$ cat config.mk
export PLATFORM = sky130hd
export DESIGN_NAME = lcmpf_mul
export DESIGN_NICKNAME = d
export VERILOG_FILES = /design/src/hdl/lcmpf_pkg.sv /design/src/hdl/lcmpf_mul.sv
export SDC_FILE = /design/constraint.sdc
export NUM_CORES = 1
export LEC_CHECK = 0
export BUFFER_PORTS_ARGS = -buffer_cell sky130_fd_sc_hd__clkbuf_2
export CAP_MARGIN = 10
export CORE_ASPECT_RATIO = 1.75
export CORE_MARGIN = 2
export CORE_UTILIZATION = 60
export DETAILED_ROUTE_END_ITERATION = 12
export GPL_TIMING_DRIVEN = 0
export PLACE_DENSITY = 0.83
export RECOVER_POWER = 100
export SYNTH_ARGS = -nofsm -noshare
export SYNTH_HDL_FRONTEND = slang
export SYNTH_SLANG_ARGS = --single-unit
$ cat constraint.sdc
create_clock -name clk -period 14.4 [get_ports clk]
set_input_delay 3.6 -clock clk [delete_from_list [all_inputs] [get_ports clk]]
set_output_delay 3.6 -clock clk [all_outputs]
set_load 0.01 [all_outputs]
$ cat src/hdl/lcmpf_pkg.sv
// Package for the LCM by prime factor exponents block.
// Widths and constants shared by the divider, the multiplier and the top level.
// No dependencies.
package lcmpf_pkg;

    localparam int VALUE_MAX_DEF = 1023;  // largest value that is factored
    localparam int IN_VALUE_W    = 10;    // value field on the input stream
    localparam int S_TDATA_W     = 16;    // value padded to whole bytes
    localparam int LCM_W         = 64;
    localparam int M_TDATA_W     = 64;
    localparam int EXP_W         = 4;
    localparam int EXP_MAX       = 15;
    localparam int CHUNK_W       = 16;    // multiplier slice of the accumulator
    localparam int NCHUNK        = LCM_W / CHUNK_W;
    localparam int CHUNK_IDX_W   = $clog2(NCHUNK);

endpackage

$ cat src/hdl/lcmpf_mul.sv
// Multiplies the 64-bit running product by a prime, one 16-bit slice a cycle.
// Flags a product that does not fit in 64 bits. Uses lcmpf_pkg.
module lcmpf_mul #(
    parameter int VW = 10
) (
    input  logic                        clk,
    input  logic                        rst_n,
    input  logic                        start,
    input  logic [lcmpf_pkg::LCM_W-1:0] acc,
    input  logic [VW-1:0]               prime,
    output logic                        done,
    output logic [lcmpf_pkg::LCM_W-1:0] result,
    output logic                        over
);
    import lcmpf_pkg::*;

    localparam int PRW = LCM_W + VW;

    logic                   busy_reg;
    logic                   done_reg;
    logic [CHUNK_IDX_W-1:0] k_reg;
    logic [PRW-1:0]         prod_reg;

    logic [CHUNK_W+VW-1:0]  partial;

    // Horner over slices, top slice first; the true value never passes PRW bits
    assign partial = acc[k_reg*CHUNK_W +: CHUNK_W] * prime;

    always_ff @(posedge clk or negedge rst_n)
    begin
        if (!rst_n)
        begin
            busy_reg <= 1'b0;
            done_reg <= 1'b0;
            k_reg    <= '0;
        end
        else
        begin
            done_reg <= 1'b0;
            if (start)
            begin
                busy_reg <= 1'b1;
                k_reg    <= CHUNK_IDX_W'(NCHUNK - 1);
            end
            else if (busy_reg)
            begin
                if (k_reg == '0)
                begin
                    busy_reg <= 1'b0;
                    done_reg <= 1'b1;
                end
                k_reg <= k_reg - 1'b1;
            end
        end
    end

    always_ff @(posedge clk)
    begin
        if (start)
            prod_reg <= '0;
        else if (busy_reg)
            prod_reg <= {prod_reg[PRW-CHUNK_W-1:0], CHUNK_W'(0)} + PRW'(partial);
    end

    assign done   = done_reg;
    assign result = prod_reg[LCM_W-1:0];
    assign over   = |prod_reg[PRW-1:LCM_W];

endmodule
# [Word level (Yosys, flattened, before mapping)]
# Cells that the tools add are included.
[totals] register_bits=78 input_bits=77
[op_classes] multipliers=1 n_reduce_logical=3 add_sub_neg=2 shift=1 mux=8
[ops] cell="$add A74 B26 Y74" count=1
[ops] cell="$shiftx A64 B7 Y16" count=1
[ops] cell="$mul A16 B10 Y26" count=1
[ops] cell="$reduce_or A10 Y1" count=1
[ops] cell="$mux W1" count=6
[ops] cell="$mux W2" count=2
[ops] cell="$logic_not A2 Y1" count=1
[ops] cell="$reduce_bool A2 Y1" count=1
[ops] cell="$sub A2 B1 Y2 const B" count=1

# [Logic depth before layout (Yosys ltp)]
[depth] ltp_word=4 mapped_depth=25 depth_no_buf=21

# [Worst setup path after synthesis]
# No wires, ideal clock.
[synth_path] path_type="in2reg" startpoint="in acc[59] (netlist name)" endpoint="reg prod_reg[39]" arrival_ns=9.117 n_path_buf=3 setup_ns=0.091 path_stages=21 required_time_ns=14.309 path_slack_ns=5.192 cell_sequence="mux4_2 and2_1 fa_1 inv_1 fa_1 inv_1 fa_1 fa_1 fa_1 ha_1 buf_2 a21oi_1 o21ai_1 a221o_1 a21oi_2 and2_0 buf_2 a21o_1 buf_2 o21ai_0 a311oi_1"
[synth_between] elab_chain_len=3
[synth_rtl] item="start, declared" line="lcmpf_mul.sv:9" rtl="input logic [lcmpf_pkg::LCM_W-1:0] acc,"
[synth_rtl] item="$shiftx A64 B7 Y16" line="lcmpf_mul.sv:27" rtl="assign partial = acc[k_reg*CHUNK_W +: CHUNK_W] * prime;"
[synth_rtl] item="$mul A16 B10 Y26" line="lcmpf_mul.sv:27"
[synth_rtl] item="$add A74 B26 Y74" line="lcmpf_mul.sv:62" rtl="prod_reg <= {prod_reg[PRW-CHUNK_W-1:0], CHUNK_W'(0)} + PRW'(partial);"
[synth_rtl] item="end signal, assigned" line="lcmpf_mul.sv:62"
[synth_rtl] item="end, declared" line="lcmpf_mul.sv:22" rtl="logic [PRW-1:0] prod_reg;"
# Every way passes these cells.
# A chain may end at the register's enable or synchronous reset.

# [Worst setup path in the final report]
[layout_path] startpoint="in prime[2]" endpoint="reg prod_reg[72]"
[layout_between] elab_chain_len=2
[layout_rtl] item="start, declared" line="lcmpf_mul.sv:10" rtl="input logic [VW-1:0] prime,"
[layout_rtl] item="$mul A16 B10 Y26" line="lcmpf_mul.sv:27"
[layout_rtl] item="$add A74 B26 Y74" line="lcmpf_mul.sv:62"
# Every way passes these cells.

==> out/metrics.yaml <==
slew_headroom_pct: -28.7
clk_latency_ps: 350
postRouteAntennaNets: 0
postCtsSetupRepairBufs: 0
critPathCaptureType: "register"
synthesized_area_per_cell_um2: 8.63
floorplan.die_area_um2: 18900
cp_top_family: "compound AO/OA/AOI/OAI gates"
failing_checks: "capacitance limit, slew limit"
endpoint: "prod_reg[72]"
place.port_buffers: 142
cell_seen_most_often_among_critical_path_stages: "fa_1"
ys_seq_elements: 78
post_layout_min_period_ps: 11010
synthTopCellsByArea: "fa_1 23%, dfxtp_1 14%, ha_1 8.9%, inv_1 6.1%, nand2_1 4.7%"
initial_utilization_pct: 61.2
antenna_violations_before_repair: 0
final_common_cell: "inv_1"
count_of_inserted_antenna_diode_cells: 0
final_layout_size_suffix_gt1_share_pct: 17.3
fillCellCount: 1593
layout_common_cells: "174 x inv_1, 133 x nand2_1, 127 x clkbuf_2"
cts-buffers-inserted: 9
flow.area_growth_from_synthesis_pct: 10.7
hold_class: "reg -> reg"
std_cell_rows: 64
totalNegativeSetupSlack_ps: 0
status: "finished with violations"
vias: 9577
synth_largest_area_cell: "fa_1"
levels_on_crit_path: 20
tightestPinTransition_ps: 1910
area.sequential_um2: 1580
tritoncts: "done"
startpoint_type: "input port"
cts_sinks: 78
final_nets: 1664
number_of_flops_mapped_to_enable_cells_by_yosys: 0
worstPathRequired_ps: 14660
globalRouteOverflowTotal: 0
critical_path.n_buffers_inverters: 5
multiInputGateArea_um2: 7620
wl_um: 32800
htree_num_levels: 3
cpPeakStageDelay_ps: 1560
clk_pin_slew_ps: 70
cts_hold_buf: 0
holdWs_ps: 485
drc_errors: 0
max_freq_ghz: 0.0908
post_cts_resized: 0
mappedNetlistNets: 1511
clock_tree.buffer_depth: 2
timing.rr.start: "k_reg[0]"
largest_register_ff_count: 74
postSynth.asyncResetShare_pct: 5.13
timing.max_cap.violations: 1
core_area_um2: 17500
worstPathCellList: "clkbuf_1, clkbuf_1, nand2_1, fa_1, fa_1, inv_1, fa_1, fa_1, inv_1, fa_1, inv_1, ha_1, a21oi_1, nor3_1, a21oi_1, nand3_1, o311ai_0, a211oi_1, a41o_1, a311oi_1"
synth_area_um2: 10700
first_global_vias: 10200
critPathLaunch: "prime[2]"
boundaryPins: 143
regToRegEndpoint: "prod_reg[72]"
synth_seq_area_share_pct: 14.8
avgRoutedWirePerCell_um: 20.2
detailedRoute.firstPassIterationCount: 8
unrepaired_setup_endpoints_after_global_routing: "no"
critical_path_class: "in -> reg"
number_of_unique_standard_cell_types_used_by_synthesis: 75
grt.total_usage_pct: 35.9
synth_top_area_share_pct: 22.7
worst-endpoint-arrival_ps: 11270
r2r_cells: 20
via_per_inst: 5.89
die_w_um: 105
gp_congestion: 1.03
r2r_slack_ps: 5130
ctsRootBufferMaster: "clkbuf_16"
path_max_fanout: 10
skew_ps: 8.62
number_of_endpoints_with_negative_hold_slack_in_the_final_report: 0
syn_inst: 1237
detailedPlacementHpwl_um: 27700
slew_violations: 8
dr.first_iter.drc_count: 489
die_height_um: 180
postSynth.topFlopCell: "dfxtp_1"
setup_violations: 0
syn_warnings: 0
timing.critical_path.slowest_stage_cell: "o311ai_0"
grt_first_pass_wirelength_um: 52200
grt_max_degree: 15
finalCritPeriodShare_pct: 76.4
routing by layer:
layer | up-vias | share of wire, % | GRT usage, %
li1 | 4354 | - | -
met4 | 0 | 12 | 34.7
met1 | 4591 | 30 | 31.9
met3 | 193 | 4.7 | 4.16
met2 | 439 | 53 | 67.2
met5 | - | 0 | 0
worst min path at each step:
| stage | from | endpoint | slack, ps | depth (start not counted) |
|---|---|---|---|---|
| 2_1_floorplan | prod_reg[62] | prod_reg[62] | 450 | 2 |
| 3_3_place_gp | prod_reg[62] | prod_reg[62] | 470 | 2 |
| 3_5_place_dp | prod_reg[62] | prod_reg[62] | 470 | 2 |
| 4_1_cts | prod_reg[58] | prod_reg[58] | 480 | 2 |
| 5_1_grt | prod_reg[59] | prod_reg[59] | 510 | 2 |
| 6_report | prod_reg[60] | prod_reg[60] | 490 | 2 |
final cells by class:
type | count | area share (%)
clock inverters | 6 | 0.582
multi-input cells | 869 | 64.4
flip-flops and latches | 78 | 13.4
plain buffers | 116 | 5.79
well taps | 231 | 2.44
repair buffers | 142 | 5.85
clock buffers | 10 | 2.02
inverters | 174 | 5.52
cell usage after synthesis, types with 3 or more instances:
| cell | n |
|---|---|
| nor3_1 | 10 |
| nor4_1 | 13 |
| o21ai_0 | 21 |
| a211oi_2 | 9 |
| o21bai_1 | 4 |
| and4_1 | 6 |
| nor2b_1 | 4 |
| buf_2 | 9 |
| a2111oi_2 | 6 |
| nand4_1 | 8 |
| o22ai_1 | 4 |
| clkbuf_1 | 38 |
| nand3_1 | 24 |
| and3_1 | 14 |
| o21ai_1 | 3 |
| buf_4 | 64 |
| buf_1 | 4 |
| or3_1 | 9 |
| xnor2_1 | 35 |
| dfxtp_1 | 74 |
| nand2_1 | 133 |
| ha_1 | 76 |
| dfrtp_1 | 4 |
| mux4_2 | 16 |
| a21o_1 | 13 |
| fa_1 | 121 |
| a21oi_1 | 41 |
| and2_1 | 75 |
| o31ai_1 | 4 |
| o311a_1 | 5 |
| xor2_1 | 12 |
| a211oi_1 | 35 |
| nor2_1 | 83 |
| mux2i_1 | 17 |
| or4_1 | 3 |
| a311oi_1 | 8 |
| inv_1 | 174 |
| nand2b_1 | 14 |
worst register-to-register path, cell delays in order (launching register included):
cell	delay, ps
dfrtp_1	380
clkbuf_1	570
buf_1	700
mux4_2	750
and2_1	240
fa_1	500
fa_1	520
fa_1	520
fa_1	560
inv_1	60
fa_1	550
inv_1	50
ha_1	360
a21oi_1	370
nor3_1	80
a21oi_1	180
nand3_1	230
o311ai_0	1560
a211oi_1	410
a41o_1	360
a311oi_1	250
through the flow:
stage               cells  setup WS (ps)  util [%]  instance area [um2]
floorplan            1237           5190         -                10700
global placement     1610           4290      66.9                11700
detailed placement   1610           4240      66.9                11700
CTS                  1626           4580      68.7                12000
global route         1626           3200      67.7                11800
finish               1626           3390      67.7                11800
cell families after synthesis:
kind of cell | Yosys count | synth area share, %
flops | 78 | 14.8
compound gates | 180 | 12.9
xor+xnor | 47 | 3.85
buf+inv | 290 | 12.6
mux | 33 | 4.97
fa+ha+maj | 197 | 31.6
simple gates | 412 | 19.3
Power is left out: the tool's default activity adds up to more than one toggle a clock period on the data nets, which glitch-free logic cannot reach.
