==> src/hdl/lcmpf_pkg.sv <==
// Package for the LCM by prime factor exponents block.
// Widths and constants shared by the divider, the multiplier and the top level.
// No dependencies.
package lcmpf_pkg;

    localparam int VALUE_MAX_DEF = 1023;  // largest value that is factored
    localparam int IN_VALUE_W    = 10;    // value field on the input stream
    localparam int S_TDATA_W     = 16;    // value padded to whole bytes
    localparam int LCM_W         = 64;
    localparam int M_TDATA_W     = 64;
    localparam int EXP_W         = 4;
    localparam int EXP_MAX       = 15;
    localparam int CHUNK_W       = 16;    // multiplier slice of the accumulator
    localparam int NCHUNK        = LCM_W / CHUNK_W;
    localparam int CHUNK_IDX_W   = $clog2(NCHUNK);

endpackage

==> src/hdl/lcmpf_div.sv <==
// Restoring divider, one quotient bit per cycle.
// Gives the quotient and whether the remainder is zero. Uses lcmpf_pkg.
module lcmpf_div #(
    parameter int VW = 10
) (
    input  logic          clk,
    input  logic          rst_n,
    input  logic          start,
    input  logic [VW-1:0] dividend,
    input  logic [VW-1:0] divisor,
    output logic          done,
    output logic [VW-1:0] quotient,
    output logic          rem_zero
);
    import lcmpf_pkg::*;

    localparam int CW = (VW > 1) ? $clog2(VW) : 1;

    logic          busy_reg;
    logic          done_reg;
    logic [CW-1:0] step_reg;
    logic [VW:0]   rem_reg;
    logic [VW-1:0] quo_reg;

    logic [VW:0]   trial;
    logic          fits;

    // remainder shifted left with the next dividend bit brought in
    assign trial = {rem_reg[VW-1:0], quo_reg[VW-1]};
    assign fits  = (trial >= (VW+1)'(divisor));

    always_ff @(posedge clk or negedge rst_n)
    begin
        if (!rst_n)
        begin
            busy_reg <= 1'b0;
            done_reg <= 1'b0;
            step_reg <= '0;
        end
        else
        begin
            done_reg <= 1'b0;
            if (start)
            begin
                busy_reg <= 1'b1;
                step_reg <= '0;
            end
            else if (busy_reg)
            begin
                if (step_reg == CW'(VW - 1))
                begin
                    busy_reg <= 1'b0;
                    done_reg <= 1'b1;
                end
                step_reg <= step_reg + 1'b1;
            end
        end
    end

    always_ff @(posedge clk)
    begin
        if (start)
        begin
            rem_reg <= '0;
            quo_reg <= dividend;
        end
        else if (busy_reg)
        begin
            rem_reg <= fits ? (trial - (VW+1)'(divisor)) : trial;
            quo_reg <= {quo_reg[VW-2:0], fits};
        end
    end

    assign done     = done_reg;
    assign quotient = quo_reg;
    assign rem_zero = (rem_reg == '0);

endmodule

==> config.mk <==
export PLATFORM = sky130hd
export DESIGN_NAME = lcmpf_div
export DESIGN_NICKNAME = d
export VERILOG_FILES = /design/src/hdl/lcmpf_pkg.sv /design/src/hdl/lcmpf_div.sv
export SDC_FILE = /design/constraint.sdc
export NUM_CORES = 1
export LEC_CHECK = 0
export BUFFER_PORTS_ARGS = -buffer_cell sky130_fd_sc_hd__buf_2
export CAP_MARGIN = 25
export CORE_ASPECT_RATIO = 0.7
export CORE_MARGIN = 10
export CORE_UTILIZATION = 45
export CTS_CLUSTER_DIAMETER = 80
export DETAILED_ROUTE_END_ITERATION = 7
export GPL_TIMING_DRIVEN = 0
export PLACE_DENSITY = 0.76
export SLEW_MARGIN = 20
export SYNTH_ARGS = -nofsm -noshare
export SYNTH_HDL_FRONTEND = slang
export SYNTH_SLANG_ARGS = --single-unit
==> constraint.sdc <==
create_clock -name clk -period 3.5 [get_ports clk]
set_clock_uncertainty 0.1 [all_clocks]
set_input_delay 0.525 -clock clk [delete_from_list [all_inputs] [get_ports clk]]
set_output_delay 0.525 -clock clk [all_outputs]
set_load 0.05 [all_outputs]
# == Yosys cells after proc, flatten, opt, wreduce, memory -nomap -nowiden ==
# Cells that the tools add are included.
# totals
register_bits,27
latchBits,0
mem_bits_rw,0
rom_bits,0
inputBits,23
output_inout_bits,12
word_cells,22
memories,0
# classes
n_addsub,2
multipliers,0
div_mod_pow,0
order_cmp,1
n_eq_ne,1
n_shift,0
n_mux,11
n_bitwise,0
reduce_logical,2
# op_table
cell,count
10-bit 2-to-1 mux,2
11-bit by 10-bit greater-or-equal comparator with 1-bit output,1
11-bit logical NOT,1
11-bit 2-to-1 mux,1
11-bit by 10-bit subtractor with 11-bit output,1
4-bit 2-to-1 mux,2
1-bit 2-to-1 mux,6
4-bit by 1-bit adder with 4-bit output (second input constant),1
4-bit == test (second input constant),1
2-bit nonzero test,1

# == Longest topological paths before layout ==
# Gate-level depths: netlist of run 1.
# depth
word_depth,4
ltp_mapped,10
depth_no_buf,10

# == Worst setup path after synthesis of run 1 ==
# No wires, ideal clock.
# synth_timing
path_type,register -> register
startpoint,"register quo_reg[9], in the netlist quotient[9]"
endpoint,register rem_reg[10]
setup_time_ns,0.091
arrival_time_ns,2.598
required_ns,3.309
slack_ns,0.711
path_stages_with_launch,11
path_buffers,0
period_less_slack_ns,2.789
cell_sequence,edfxtp_1 -> inv_1 -> ha_1 -> inv_1 -> fa_1 -> a21o_1 -> a221oi_1 -> nand2b_1 -> a21oi_1 -> or3b_1 -> a311oi_1
# synth_via
elab_chain_len,2
elab_cells_between_ends,3
classes_between,add/sub: 1; order compare: 1; mux: 1
# synth_lines
item,line_no,source
"start, declared",lcmpf_div.sv:23,logic [VW-1:0] quo_reg;
"start signal, assigned",lcmpf_div.sv:65,quo_reg <= dividend;
"start signal, assigned",lcmpf_div.sv:70,"quo_reg <= {quo_reg[VW-2:0], fits};"
11-bit by 10-bit subtractor with 11-bit output / 11-bit by 10-bit greater-or-equal comparator with 1-bit output (equally long branches),"lcmpf_div.sv:69, lcmpf_div.sv:30",
11-bit 2-to-1 mux *,lcmpf_div.sv:69,rem_reg <= fits ? (trial - (VW+1)'(divisor)) : trial;
"end signal, assigned",lcmpf_div.sv:69,
"end, declared",lcmpf_div.sv:22,logic [VW:0] rem_reg;
# Every way passes the cells marked *; elsewhere a longest branch is shown, timed or not.
# A chain may end at the register's enable or synchronous reset.

# == Worst setup path after layout of run 1 ==
# Ends and elaborated chain as after synthesis.

==> impl.org, run 1 <==
** Worst hold path
- Cells on Worst Hold Path :: 2
- Hold Path End :: rem_reg[10]
- Hold path start :: rem_reg[10]
- The path class of the tightest hold or removal check is reg -> reg.

** Timing
- The final-report max-slew violation count is 0.
- Hold violation count in the final report :: 0
- The worst pin sits at a relative slew slack of 63.3%.
- The worst path needs 2.73 ns of the cycle, external delays included.
- Final setup fails :: 0
- Final cycle utilization of the critical path :: 78.1%
- For the pin with the worst max-slew slack, the measured transition is about 0.55 ns.
- RSZ-0062 raised after global routing :: no
- Achievable Freq :: roughly 0.37 GHz
- For the final routed database, the setup TNS stands at 0 ns.

** Critical path
- Reg-to-Reg End :: rem_reg[10]
- The most numerous cell type found on the critical path is inv_1.
- The kind of cell with the highest combined delay along the critical path is compound AO/OA/AOI/OAI gates.
- Cells traversed along the worst timing path :: inv_1 > ha_1 > inv_1 > fa_1 > a21o_1 > a221oi_1 > nand2b_1 > a21oi_1 > or3b_1 > a311oi_1
- The worst setup path is captured at a flip-flop.
- The slowest stage of the critical path is the edfxtp_1 cell.
- Worst stage delay on the critical path :: ~0.40 ns
- The number of buffers and inverters on the critical path is 2.
- Critical Path RT :: 3.60 ns
- In this run the critical register-to-register path is launched from quotient[9].
- Critical path peak fanout :: 3
- For the worst flop-to-flop path, the logic depth is 10.
- Data on the critical path arrives at its endpoint at 2.83 ns.
- The worst setup path is of the reg -> reg kind.
- Flop-to-flop setup slack :: ~0.77 ns
- STA classifies the critical path startpoint as a flip-flop.

** Clocking
- Once the clock tree was built, the resizer swapped 0 gates to a different size.
- TritonCTS created 3 clock buffers.
- The tree built by TritonCTS fans out to 27 sinks.
- The number of setup buffers added after CTS is 0.
- The tree is rooted in a clkbuf_8.
- CTS tree :: done
- CTS Hold Bufs :: 1
- Post-CTS clock slew at the launch and capture registers of the worst setup and hold paths :: around 0.10 ns
- CTS built an H-tree with a depth of 1.
- Bufs on Longest Clock Path :: 2
- The later pin in the worst-skew pair is clocked with a latency of about 0.28 ns.

** Logic synthesis
- Post-synthesis cell type with the largest combined area :: edfxtp_1
- Yosys Warn Count :: 0
- Flip-flop and latch count after synthesis :: 27
- Summing every instance area after synthesis gives about 1700 um^2.
- Synthesis handed over a netlist of 176 instances.
- The synthesized netlist contains between 40 and 50 unique library cells.
- The average instance in the mapped netlist occupies a little under 10 um^2.
- Counting flops with an async set or reset pin after synthesis yields a share of 22.2%.
- Net Count, Synth :: 212
- Most used flip-flop cell after synthesis :: dfxtp_1
- Post-synth EDFFs :: 10
- The top cell type by area accounts for between 10% and 20% of the synthesized area.
- Yosys attributes the largest share of cell area to edfxtp_1, dfxtp_1, dfrtp_1, ha_1, mux2_2.
- The share of the Yosys chip area taken by registers is 38.6%.

** Floorplanning
- Number of cell rows :: 18
- The die is about 94 um wide.
- Ports :: 35
- The total area inside the core boundary comes to 3630 um^2.
- Starting density of the core :: approximately 48%
- DIE AREA :: around 6800 um^2
- Die Ht :: around 72 um

** Cells and area
- Once layout is done, the placed cells without fillers occupy roughly 2000 um^2.
- The net count of the finished layout is roughly 250.
- Leaving out fill and tap cells, the most frequent cell in the layout is buf_2.
- Number of flip-flops under the largest register name :: 11
- Count of antenna diodes in the layout :: 0
- In the layout the commonest cells are buf_2, nor2_1, inv_1.
- In the final layout, the share of cells above drive strength 1 is between 20 and 30%.
- Relative to the synthesized area, the layout overhead comes to 16.8%.

** Power and ir drop
- Leakage component of the power :: around 0.88 nW
- Peak supply drop :: ~0.28 mV
- Dividing total power by cell area gives a power density of between 300 and 400 nW/um^2.

** Run
- Max-cap violations in this run came to 0.

** Route
- Detailed Route Iter0 Violations :: approximately 110
- Wire length per cell after detailed routing :: around 15 um
- Wires add up to slightly below 4000 um.
- Final ANT Viol Nets :: 0
- DRC viols :: 0
- Via count normalized by instance count :: between 5 and 6
- The first detailed-routing pass ran for 4 iterations.
- The final route contains between 1000 and 1500 vias.

** GRT
- Entering global routing, the biggest net connects 17 pins.
- Global-route wire length before repair :: roughly 6600 um
- Number of antenna violations at the first check in global routing :: 0
- Total routing resource utilization after global routing :: 11.5%
- Via count of the first global-routing pass :: between 1000 and 1500
- Sum of overflow across all layers after global routing :: 0

** Placed design
- In this run the cell area measured after placement is around 2000 um^2.
- Post-DP HPWL :: approximately 3000 um
- GP Congestion :: 0.871
- Port bufs :: 34

** Outcome
- Run status :: finished, final reports clean
[layer usage]
| metal | routed length, um | vias to the layer above | track usage, % | part of all wire (%) |
|---|---|---|---|---|
| met4 | 4 | 0 | 1.01 | 0.10 |
| met2 | 1700 | 36 | 17.2 | 44 |
| li1 | - | 712 | - | - |
| met3 | 340 | 2 | 4.21 | 8.8 |
| met1 | 1820 | 649 | 15.9 | 47 |
| met5 | 0 | - | 0 | 0 |
[through the flow]
step	hold WS [ns]	utilization (%)	total power, mW	setup WS (ns)	instances
2_1_floorplan	0.129	-	0.507	0.711	176
3_3_place_gp	0.256	54.3	0.553	0.677	260
3_5_place_dp	0.258	54.3	0.558	0.636	260
4_1_cts	0.392	56.0	0.739	0.752	265
5_1_grt	0.436	56.0	0.775	0.517	265
6_report	0.392	56.0	0.733	0.767	265
[area by class of cell]
class,count,area (um^2)
fill,347,1600
multi-input combinational,127,981
buffer,8,33.8
sequential,27,671
clock inverter,1,7.51
clock buffer,3,41.3
tap,50,62.6
timing repair buffer,35,180
inverter,14,52.6
[report_power, final]
group          internal (mW)  switching (mW)  total (mW)
logic                 0.0721           0.119       0.191
registers              0.346          0.0135       0.360
clock network         0.0809           0.101       0.182
[cells in the mapped netlist, types with 2 or more instances]
| master | count |
|---|---|
| nor2_1 | 19 |
| inv_1 | 14 |
| ha_1 | 12 |
| dfxtp_1 | 11 |
| mux2_2 | 11 |
| a211oi_1 | 10 |
| edfxtp_1 | 10 |
| a21oi_1 | 8 |
| mux2i_1 | 8 |
| clkbuf_1 | 7 |
| dfrtp_1 | 6 |
| nand2_1 | 6 |
| xnor2_1 | 6 |
| nand3b_1 | 5 |
| nor3_1 | 4 |
| xor2_1 | 4 |
| a21o_1 | 3 |
| nand2b_1 | 3 |
| nor4_1 | 3 |
| and3_1 | 2 |
| nand3_1 | 2 |
| o21ai_0 | 2 |
| or2_2 | 2 |
[tightest hold or removal path: cells and delay by family (launching register included)]
kind,cells,cell delay (ns)
compound gates,1,0.05
simple gates,1,0.08
flops,1,0.33
[worst max-delay path by stage]
stage / startpoint / endpoint / slack, ns / cells after the start
CTS: quotient[9] / rem_reg[10] / 0.75 / 10
floorplan: quotient[9] / rem_reg[10] / 0.71 / 10
global route: quotient[9] / rem_reg[10] / 0.52 / 10
finish: quotient[9] / rem_reg[10] / 0.77 / 10
detailed placement: divisor[0] / rem_reg[10] / 0.64 / 10
global placement: divisor[0] / rem_reg[10] / 0.68 / 10
[kinds of logic after synthesis]
logic type / count (synthesis) / share of synthesized area, %
simple gates: 53 / 16.1
fa+ha+maj: 13 / 9.79
mux: 19 / 11.7
buf+inv: 22 / 4.97
xor+xnor: 10 / 5.04
compound gates: 32 / 13.8
flops: 27 / 38.6
No activity file was read; power rests on OpenSTA's default activity.
==> run 2, diff against run 1 <==
--- a/config.mk
+++ b/config.mk
@@ -5,6 +5,7 @@
 export SDC_FILE = /design/constraint.sdc
 export NUM_CORES = 1
 export LEC_CHECK = 0
+export ABC_AREA = 1
 export BUFFER_PORTS_ARGS = -buffer_cell sky130_fd_sc_hd__buf_2
 export CAP_MARGIN = 25
 export CORE_ASPECT_RATIO = 0.7
@@ -13,7 +14,7 @@
 export CTS_CLUSTER_DIAMETER = 80
 export DETAILED_ROUTE_END_ITERATION = 7
 export GPL_TIMING_DRIVEN = 0
-export PLACE_DENSITY = 0.76
+export PLACE_DENSITY = 0.78
 export SLEW_MARGIN = 20
 export SYNTH_ARGS = -nofsm -noshare
 export SYNTH_HDL_FRONTEND = slang
==> constraint.sdc (replaced) <==
create_clock -name clk -period 2.4 [get_ports clk]
set_clock_uncertainty 0.1 [all_clocks]
set_input_delay 0.36 -clock clk [delete_from_list [all_inputs] [get_ports clk]]
set_output_delay 0.36 -clock clk [all_outputs]
set_load 0.05 [all_outputs]
==> impl.org, run 2 <==
** Logic synthesis
- Area of the mapped netlist :: 1960 um^2
- The synthesized netlist devotes roughly 8.7% of its cell area to adder and majority cells.
- The most used flip-flop cell after synthesis is dfxtp_1.
- By area, the combinational part of the netlist is dominated by simple AND/OR/NAND/NOR gates.
- Portion of synthesized cell area occupied by the leading cell type :: roughly 20%
- Simple-gate portion of the synthesized area :: between 30% and 40%
- Sequential fraction of the synthesis area :: 34.2%
- Counting flops with a built-in enable in the synthesized netlist gives 10.
- Synthesis produced a netlist with a net count of roughly 320.
- Among all cell types in the netlist, the one instantiated most often is nand2_1.
- Synth async-reset ratio :: about 22%
- Yosys Warn Count :: 0
- The synthesized netlist devotes under 10% of its cell area to XOR and XNOR gates.
- In the synthesized netlist, mux cells make up 0% of the area.
- Of all cell types, the one taking the most synthesized area is nand2_1.
- In this run the mean area of a mapped cell was 6.95 um^2.
- Counting instances in the post-synthesis netlist gives the leading cell types as nand2_1, inv_1, nand3_1.
- In the synthesized netlist, the number of instances is roughly 280.
- Summing the areas of all compound-gate instances in the mapped netlist gives between 5 and 6% of the synthesized area.
- Largest cells by area after synthesis :: nand2_1, edfxtp_1, dfxtp_1, inv_1, dfrtp_1
- After synthesis the netlist holds a flip-flop and latch count of 27.
- In this run, distinct cell masters in the synthesized netlist total 30.

** Worst hold path
- The worst hold path begins at dividend[3].
- Path category of the worst min-delay check :: in -> reg

** Placed design
- GP Congestion :: between 0.8 and 0.9
- Port bufs :: 34
- Before CTS, the worst setup slack after placement is roughly 0.28 ns.
- Post-DP HPWL :: slightly below 4000 um

** Cells and area
- Count of antenna diodes in the layout :: 0
- Leading cell type in the layout, fill and taps excluded :: nand2_1
- Total Nets Final :: 358
- Leading cell types in the layout, fill and taps excluded :: nand2_1, inv_1, buf_2
- The area growth from synthesis to layout is 15.1%.
- Cells with a size suffix above 1 make up ~17% of the layout.
- Core occupancy in the finished layout :: between 50% and 60%
- The register with the most flip-flops in the layout has 11 of them.

** Critical path
- Traced cell by cell, the critical path runs through inv_1 > ha_1 > inv_1 > fa_1 > inv_1 > nor2_1 > nor2_1 > xor2_1 > nand2_1 > nand3_1 > o21ai_0.
- In this run the critical register-to-register path is launched from quotient[9].
- For the worst setup path, the data arrival time is 2.17 ns.
- Of all nets on the critical path, the largest fanout is 4.
- The critical path in this run is classified as reg -> reg.
- Worst stage delay on the critical path :: 0.49 ns
- Crit path capture type :: flip-flop
- Critical Path RT :: around 2.4 ns
- Worst Setup Start Kind :: flip-flop
- Among all stages on the critical path, the largest delay is contributed by fa_1.
- Among the stages of the critical path, the cell type that occurs most often is inv_1.
- Across all register-to-register paths, the minimum setup slack is approximately 0.28 ns.
- The most critical setup path has its startpoint at quotient[9].

** Floorplanning
- Pin placement for this block handled 35 I/O pins.
- The die covers 7440 um^2.
- Die Ht :: roughly 75 um
- In this run the standard cell core region covers between 4000 and 5000 um^2.
- Number of cell rows :: 19
- Starting density of the core :: about half
- Chip width :: about 99 um

** Route
- Vias post-DR :: between 1500 and 2000
- The count of nets left with antenna violations once routing finished came out at 0.
- After detailed routing, the average wire length per cell comes to approximately 13 um.
- Via count normalized by instance count :: roughly 5
- The routed design has between 4000 and 5000 um of wire.
- DRC viols :: 0
- First-pass iteration count of the detailed router :: 4
- Detailed Route Iter0 Violations :: between 150 and 200

** Clocking
- # resized after CTS :: 0
- Post-CTS clock slew at the launch and capture registers of the worst setup and hold paths :: 0.09 ns
- Counting along the longest clock path gives a buffer depth of 2.
- Total CTS buffers :: 3
- The tree is rooted in a clkbuf_8.
- Total clock sinks :: 27
- Clk_lat worst skew :: 0.27 ns
- CTS tree :: done
- The number of setup buffers added after CTS is 0.
- H-Tree Depth :: 1

** Timing
- Remaining max-slew budget at the tightest pin :: around three fifths
- After layout, the worst setup slack is between 0.2 and 0.3 ns.
- Achievable Freq :: approximately 0.47 GHz
- Final-report max-slew violation count :: 0
- Hold violation count in the final report :: 0
- Final cycle utilization of the critical path :: between 80% and 90%
- Setup TNS :: 0 ns
- RSZ-0062 raised after global routing :: no
- Counting I/O delays and the setup requirement, the final critical path takes 2.12 ns.
- Setup violations remaining at the end of the flow were counted as 0.
- At the pin with the least slew margin, the transition time is about 0.59 ns.
- Hold is met by 0.259 ns.

** Power and ir drop
- Pint :: 1.23 mW
- Peak supply drop :: around 0.53 mV
- Leakage component of the power :: roughly 1.2 nW
- Switching component of the power :: about 1.2 mW
- In this run switching power makes up roughly 50% of total power.
- Power comes to 2.41 mW.
- Of the total power, registers draw roughly 29%.
- Of the total power, the clock network draws a little over a tenth.
- Combinational power share :: between 60% and 70%
- For this design the ratio of total power to cell area is 1070 nW/um^2.

** GRT
- The via count of the first global-routing pass came to around 1700.
- Global-route wire length before repair :: 8060 um
- The total overflow left after global routing is 0.
- Across every metal layer, demand over resource in global routing totals roughly 13%.
- Maximum number of pins on one net before global-route repair :: 17
- Number of antenna violations at the first check in global routing :: 0

** Run
- Max-cap violations in this run came to 0.

** Outcome
- The run finished with clean final reports.
==> run 2: what timing repair did <==
action	CTS	global route
endpoints found under the hold margin	6	0
hold buffers	1	0
endpoints found under the setup margin	0	0
==> run 2: kinds of logic after synthesis <==
family / count (synthesis)
AOI/OAI and AO/OA: 20
xor gates and xnor gates: 3
adders and majority gates: 13
buffers and inverters: 53
DFF: 27
and+or+nand+nor: 166
==> run 2: area by class of cell <==
| cell class | instances | area [um^2] |
|---|---|---|
| Buffer | 5 | 43.8 |
| Tap cell | 52 | 65.1 |
| Inverter | 48 | 180 |
| Multi-Input combinational cell | 202 | 1070 |
| Sequential cell | 27 | 671 |
| Clock buffer | 4 | 45.0 |
| Fill cell | 400 | 1810 |
| Timing Repair Buffer | 35 | 180 |
==> run 2: power by group through the flow <==
stage | sequential (mW) | combinational, mW | clock (mW)
6_report | 0.687 | 1.46 | 0.255
5_1_grt | 0.704 | 1.65 | 0.282
4_1_cts | 0.687 | 1.45 | 0.257
3_5_place_dp | 0.696 | 1.44 | 0
3_3_place_gp | 0.694 | 1.42 | 0
2_1_floorplan | 0.747 | 1.07 | 0
==> run 2: path summary, 6_finish.rpt <==
| kind | end | cells after the start |
|---|---|---|
| worst max-delay path | rem_reg[4] | 11 |
| worst min-delay path | quotient[3] | 3 |
| worst max register to register | rem_reg[4] | 11 |
| worst min register to register | rem_reg[10] | 2 |
| max in group asynchronous | done | 2 |
| min in group asynchronous | busy_reg | 2 |
==> run 2: per-stage QoR <==
| stage | cell area, um^2 | instances |
|---|---|---|
| floorplan | 1970 | 282 |
| global placement | 2200 | 368 |
| detailed placement | 2200 | 368 |
| CTS | 2260 | 373 |
| global route | 2260 | 373 |
| finish | 2260 | 373 |
==> run 2: critical path, delay by kind of cell (launching register included) <==
kind                     cells  cell delay, ns
flip-flops                   1            0.39
XOR/XNOR                     1            0.19
buffers and inverters        3            0.28
AO/OA/AOI/OAI                1            0.07
adder cells (fa/ha/maj)      2            0.64
AND/OR/NAND/NOR              4            0.33
==> run 2: metal layers <==
metal  share of wire (%)  up-vias  track usage, %
li1                    -      973               -
met1                  50      824            19.1
met2                  42       59            18.6
met3                 8.1        2            3.66
met4               0.085        0           0.951
met5                   0        -               0
